==> config.mk <==
export PLATFORM = sky130hd
export DESIGN_NAME = cbp_index
export DESIGN_NICKNAME = d
export VERILOG_FILES = /design/src/hw/rtl/cbp_pkg.sv /design/src/hw/rtl/cbp_index.sv
export SDC_FILE = /design/constraint.sdc
export NUM_CORES = 1
export LEC_CHECK = 0
export ABC_AREA = 1
export BUFFER_PORTS_ARGS = -buffer_cell sky130_fd_sc_hd__buf_4
export CORE_ASPECT_RATIO = 1.5
export CORE_MARGIN = 4
export CORE_UTILIZATION = 33
export DETAILED_ROUTE_END_ITERATION = 8
export PLACE_DENSITY = 0.82
export SYNTH_ARGS = -nofsm -noshare
export SYNTH_HDL_FRONTEND = slang
export SYNTH_SLANG_ARGS = --single-unit
export TNS_END_PERCENT = 30
==> constraint.sdc <==
create_clock -name vclk -period 1
set_input_delay 0.05 -clock vclk [all_inputs]
set_output_delay 0.05 -clock vclk [all_outputs]
set_load 0.005 [all_outputs]
==> src/hw/rtl/cbp_pkg.sv <==
// Shared types and constants for the configurable branch predictor.
`timescale 1ns / 1ps

package cbp_pkg;

    // Predictor modes
    typedef enum logic [1:0] {
        MODE_BIMODAL   = 2'd0,
        MODE_TWO_LEVEL = 2'd1,
        MODE_LOCAL     = 2'd2,
        MODE_GSHARE    = 2'd3
    } t_mode;

    // Configuration register indexes
    localparam int CFG_IDX_W  = 3;
    localparam int CFG_DATA_W = 4;
    localparam logic [CFG_IDX_W-1:0] REG_MODE         = 3'd0;
    localparam logic [CFG_IDX_W-1:0] REG_INDEX_BITS   = 3'd1;
    localparam logic [CFG_IDX_W-1:0] REG_HISTORY_BITS = 3'd2;
    localparam logic [CFG_IDX_W-1:0] REG_COUNTER_BITS = 3'd3;

    typedef struct packed {
        t_mode      mode;
        logic [3:0] index_bits;
        logic [2:0] hist_len;
        logic [2:0] ctr_width;
    } t_cfg;

    localparam t_cfg CFG_RESET = '{
        mode:       MODE_BIMODAL,
        index_bits: 4'd8,
        hist_len:   3'd6,
        ctr_width:  3'd2
    };

    // Sequencer states
    typedef enum logic [1:0] {
        S_CLEAR,
        S_IDLE,
        S_LOOKUP,
        S_RESOLVE
    } t_state;

    // Stream word layout
    localparam int ADDR_W     = 64;
    localparam int IN_DATA_W  = 72;
    localparam int OUT_DATA_W = 8;

endpackage

==> src/hw/rtl/cbp_index.sv <==
// Counter table index and local history address generation.
`timescale 1ns / 1ps

module cbp_index #(
    parameter int MAX_INDEX_BITS   = 8,
    parameter int MAX_HISTORY_BITS = 6
) (
    input  cbp_pkg::t_cfg                                    i_cfg,
    input  logic [cbp_pkg::ADDR_W-1:0]                       i_pc,
    input  logic [MAX_INDEX_BITS-1:0]                        i_gh,
    input  logic [MAX_HISTORY_BITS-1:0]                      i_lh,
    output logic [MAX_INDEX_BITS-1:0]                        o_lh_addr,
    output logic [MAX_INDEX_BITS+MAX_HISTORY_BITS-1:0]       o_ct_idx
);

    localparam int CT_AW = MAX_INDEX_BITS + MAX_HISTORY_BITS;

    logic [MAX_INDEX_BITS-1:0]   imask;
    logic [MAX_HISTORY_BITS-1:0] hmask;
    logic [MAX_INDEX_BITS-1:0]   addr_low;
    logic [MAX_HISTORY_BITS-1:0] hl;
    int                          hb_eff;

    always_comb begin
        for (int k = 0; k < MAX_INDEX_BITS; k++) begin
            imask[k] = int'(i_cfg.index_bits) > k;
        end
        for (int k = 0; k < MAX_HISTORY_BITS; k++) begin
            hmask[k] = int'(i_cfg.hist_len) > k;
        end
        // history length saturates at the stored width
        hb_eff = (int'(i_cfg.hist_len) > MAX_HISTORY_BITS) ?
                 MAX_HISTORY_BITS : int'(i_cfg.hist_len);
    end

    assign addr_low  = i_pc[MAX_INDEX_BITS-1:0] & imask;
    assign hl        = i_lh & hmask;
    assign o_lh_addr = addr_low;

    always_comb begin
        case (i_cfg.mode)
            cbp_pkg::MODE_BIMODAL:   o_ct_idx = CT_AW'(addr_low);
            cbp_pkg::MODE_TWO_LEVEL: o_ct_idx = CT_AW'(hl);
            cbp_pkg::MODE_LOCAL:     o_ct_idx = (CT_AW'(addr_low) << hb_eff) | CT_AW'(hl);
            cbp_pkg::MODE_GSHARE:    o_ct_idx = CT_AW'((i_pc[MAX_INDEX_BITS-1:0] ^ i_gh) & imask);
            default:                 o_ct_idx = CT_AW'(addr_low);
        endcase
    end

endmodule

## Word level (Yosys, flattened, before mapping)

Index checks and enable logic that the tools add are counted.

| storage, ports and cells | value |
|---|---|
| flip-flop bits (word level) | 0 |
| latch bits | 0 |
| RAM bits | 0 |
| ROM bits | 0 |
| output and inout port bits | 22 |
| logic and storage cells | 27 |
| memories | 0 |

| operators by class | value |
|---|---|
| add/sub/neg operators | 0 |
| multiply operators | 0 |
| div/mod/pow operators | 0 |
| magnitude comparators | 15 |
| equality and inequality tests | 3 |
| shift operators | 1 |
| mux-type cells | 2 |
| bitwise logic cells | 5 |
| reduce and logical (&&, ||, !) cells | 1 |

Operator list:

| kind | number |
|---|---|
| 14-bit one-hot mux with 4 select lines | 1 |
| 8-bit bitwise AND | 2 |
| 4-bit by 3-bit greater-than comparator with 1-bit output (second input constant) | 4 |
| 14-bit by 6-bit bitwise OR with 14-bit output | 1 |
| 8-bit by 3-bit << shifter with 14-bit output | 1 |
| 3-bit greater-than comparator (second input constant) | 3 |
| 4-bit by 1-bit greater-than comparator with 1-bit output (second input constant) | 2 |
| 4-bit by 2-bit greater-than comparator with 1-bit output (second input constant) | 2 |
| 8-bit XOR | 1 |
| 6-bit bitwise AND | 1 |
| 3-bit by 1-bit greater-than comparator with 1-bit output (second input constant) | 2 |
| 3-bit by 2-bit greater-than comparator with 1-bit output (second input constant) | 2 |
| 2-bit equality test (second input constant) | 2 |
| 3-bit two-way mux | 1 |
| 2-bit by 1-bit equality test with 1-bit output (second input constant) | 1 |
| 2-bit zero test | 1 |

## Longest topological paths before layout

| logic depth | value |
|---|---|
| word-level depth | 5 |
| mapped depth | 11 |
| depth with buffers taken out | 10 |

## Worst setup path after synthesis

No wires, ideal clock.

| path | value |
|---|---|
| path kind | input port to output port |
| from | input port i_cfg[5] (netlist bit) |
| to | output port o_ct_idx[5] |
| arrival time | 0.865 ns |
| data required time | 0.950 ns |
| setup slack | 0.085 ns |
| stages on the path | 10 |
| buffers on the path | 2 |
| cell sequence | buf_6 nand2_2 nand2_4 buf_8 nand3_2 nand2_2 nand3_1 a21oi_2 nor2_1 nor2_1 |

| between the ends | value |
|---|---|
| cells in the longest elaborated chain, start to end | 5 |

Ends and longest elaborated chain:

| element | line | RTL |
|---|---|---|
| start, declared | cbp_index.sv:8 | `input cbp_pkg::t_cfg i_cfg,` |
| 3-bit greater-than comparator | cbp_index.sv:32 | `hb_eff = (int'(i_cfg.hist_len) > MAX_HISTORY_BITS) ?` |
| 3-bit two-way mux | cbp_index.sv:32 |  |
| 8-bit by 3-bit << shifter with 14-bit output | cbp_index.sv:44 | `cbp_pkg::MODE_LOCAL: o_ct_idx = (CT_AW'(addr_low) << hb_eff) \| CT_AW'(hl);` |
| 14-bit by 6-bit bitwise OR with 14-bit output | cbp_index.sv:44 |  |
| 14-bit one-hot mux with 4 select lines * | cbp_index.sv:41 | `case (i_cfg.mode)` |
| end, declared | cbp_index.sv:13 | `output logic [MAX_INDEX_BITS+MAX_HISTORY_BITS-1:0] o_ct_idx` |

Mark *: on every way between the ends. The rest lies on a longest branch, timed or not.

## Final worst setup path

| path | value |
|---|---|
| from | input port i_cfg[6] (netlist bit) |
| to | output port o_ct_idx[5] |

| between the ends | value |
|---|---|
| cells in the longest elaborated chain, start to end | 5 |

Ends and longest elaborated chain:

| element | line | RTL |
|---|---|---|
| 4-bit by 1-bit greater-than comparator with 1-bit output, or another cell as far along | cbp_index.sv:26 | `imask[k] = int'(i_cfg.index_bits) > k;` |
| 8-bit bitwise AND | cbp_index.sv:36 | `assign addr_low = i_pc[MAX_INDEX_BITS-1:0] & imask;` |
| 8-bit by 3-bit << shifter with 14-bit output | cbp_index.sv:44 |  |
| 14-bit by 6-bit bitwise OR with 14-bit output | cbp_index.sv:44 |  |
| 14-bit one-hot mux with 4 select lines * | cbp_index.sv:41 |  |

Marked as above.

==> out/results.ini <==
[synthesis]
syn_avg_cell_area_um2 = 4.94
synthAdderAreaFrac = 0
synth_top_area_share = 0.228
synthSimpleGateAreaFrac = 0.613
ys_warn_count = 0
syn_area_um2 = 840
synth_top_family_by_area = simple AND/OR/NAND/NOR gates
synth_fp_nets = 260
synthXorXnorAreaFrac = 0.0522
synth-compound-area-share = 0.195
yosys.area.top_type = nand2_1
synthCells = 170
synth_mux_area_frac = 0
yosys-top-cells-area = nand2_1 23%, nand3_1 18%, nor2_1 8.9%
yosysSeqAreaShare = 0
synth.distinct_cells = 27

[cells_and_area]
final_cell_mix = 89 x buf_4, 33 x nand2_1, 20 x nand3_1
final_common_cell = buf_4
clkbuf_count = 0
nets = 358
area_growth_pct = 114
num_antenna_cells = 0
stdcell_area_mm2 = 0.00180
seq_cell_count = 0
final-seq-area_um2 = 0
drive_above_1_share = 0.571
final_cell_count_no_fill = 290

[setup_path]
worstSetupEndpointType = primary output
cpMaxStageDelayCell = a21oi_2
crit_chain = buf_4, buf_4, nor2_2, nand2_2, nand3_2, nand2_4, nand3_2, a21oi_2, nor2_1, nor2_1, buf_4
arrival_ps = 1140
critPathMaxStageDelay_ps = 150
cp.required_ps = 950
critPathMaxFanout = 3
start_kind = input port
crit_top_cell = buf_4
crit_type = in -> out

[die]
die_w_um = 49.2
dieArea_mm2 = 0.00343
coreArea_mm2 = 0.00245
num_rows = 22
io_pins = 112
die_y_um = 69.8
initial_utilization = 0.343

[sta]
worst_pin_slew_ps = 258
fin_crit_ps = 1190
final_max_slew_viol_count = 0
hold_viol_final = 0
rsz0062_at_grt = true
fin_ws_ps = -192
finalCritPeriodShare = 1.19
max_freq_mhz = 839
slew_headroom = 0.826
setup_tns_ps = -1690
setup_violations = 13

[placed_design]
gp_congestion = 0.893
place_area_mm2 = 0.00155
dp_hpwl_um = 3010
place_inst = 283
port_buffers = 53

[drt]
wirelength_um = 4000
drc = 0
first_iter_violations = 75
wire_per_inst_um = 13.8
antenna_left = 0
drt_first_pass_iters = 4
via_per_inst = 5.36
vias = 1553

[grt]
antenna_found_initial = 0
busiest_layer = met2
grt_first_pass_wirelength_um = 6490
grt_overflow = 0
grtUsageMet3 = 0.0215
grt_use_met1 = 0.249
globalRouteTotalUtil = 0.226
met2_usage = 0.415
grt_max_degree = 8
grt_pass1_vias = 1580

[hold_path]
hp-class = in -> out
hold_depth = 4

[power_and_ir_drop]
power.density_mw_per_mm2 = 478
peakVddDrop_v = 0.000295
leakage_uw = 0.000988

[outcome]
run_status = finished, violations left
violations = negative setup slack

[clock_network]
cts_hold_buf = 0

[flow_run]
cap_violations = 0

synth_stat cells, types with 2 or more instances:
master,n
nand2_1,51
a31oi_1,3
nor2_4,2
xor2_1,4
nor2_1,20
o21ai_2,2
inv_1,19
nand3_2,2
inv_2,4
a21oi_1,5
nand2_2,4
o21ai_0,6
o21ai_1,4
nand3_1,30
nand4_1,2
final cells by class:
class,count,area (um2)
inverter,23,93.8
multi-input combinational,144,867
timing repair buffer,99,810
fill,177,649
tap,24,30.0
power by group:
group	switching, uW	internal [uW]
Sequential	0	0
Combinational	413	448
Clock	0	0
Total	413	448
stage by stage:
step / util / setup slack, ps / hold WS (ps) / total power, uW
after global placement: 0.634 / -211 / 500 / 715
after CTS: 0.708 / -149 / 504 / 806
after global routing: 0.735 / -263 / 530 / 932
after floorplan: - / 85.3 / 207 / 313
after detailed placement: 0.634 / -225 / 496 / 721
final: 0.735 / -192 / 506 / 861
final timing paths:
path,start,to
worst max-delay path,i_cfg[6],o_ct_idx[5]
worst min-delay path,i_lh[0],o_ct_idx[0]
kinds of logic (layout without fill, tap and decap cells):
| group | Yosys count | in the layout |
|---|---|---|
| xor+xnor | 5 | 5 |
| compound gates | 26 | 26 |
| simple gates | 113 | 113 |
| buf+inv | 26 | 122 |
critical path, delay by kind of cell:
kind / cells / cell delay, ps
buffers and inverters: 3 / 360
AO/OA/AOI/OAI: 1 / 150
AND/OR/NAND/NOR: 7 / 580
timing repair:
item | 4_1_cts | 5_1_grt
setup buffers | 7 | 0
resized for setup | 35 | 21
setup endpoints to repair | 13 | 15
pin swaps | 23 | 21
layer usage:
| metal | wire (um) | up-vias |
|---|---|---|
| li1 | - | 749 |
| met2 | 2170 | 83 |
| met4 | 153 | 0 |
| met1 | 1420 | 705 |
| met3 | 260 | 16 |
| met5 | 0 | - |
No activity file was read; power rests on OpenSTA's default activity.
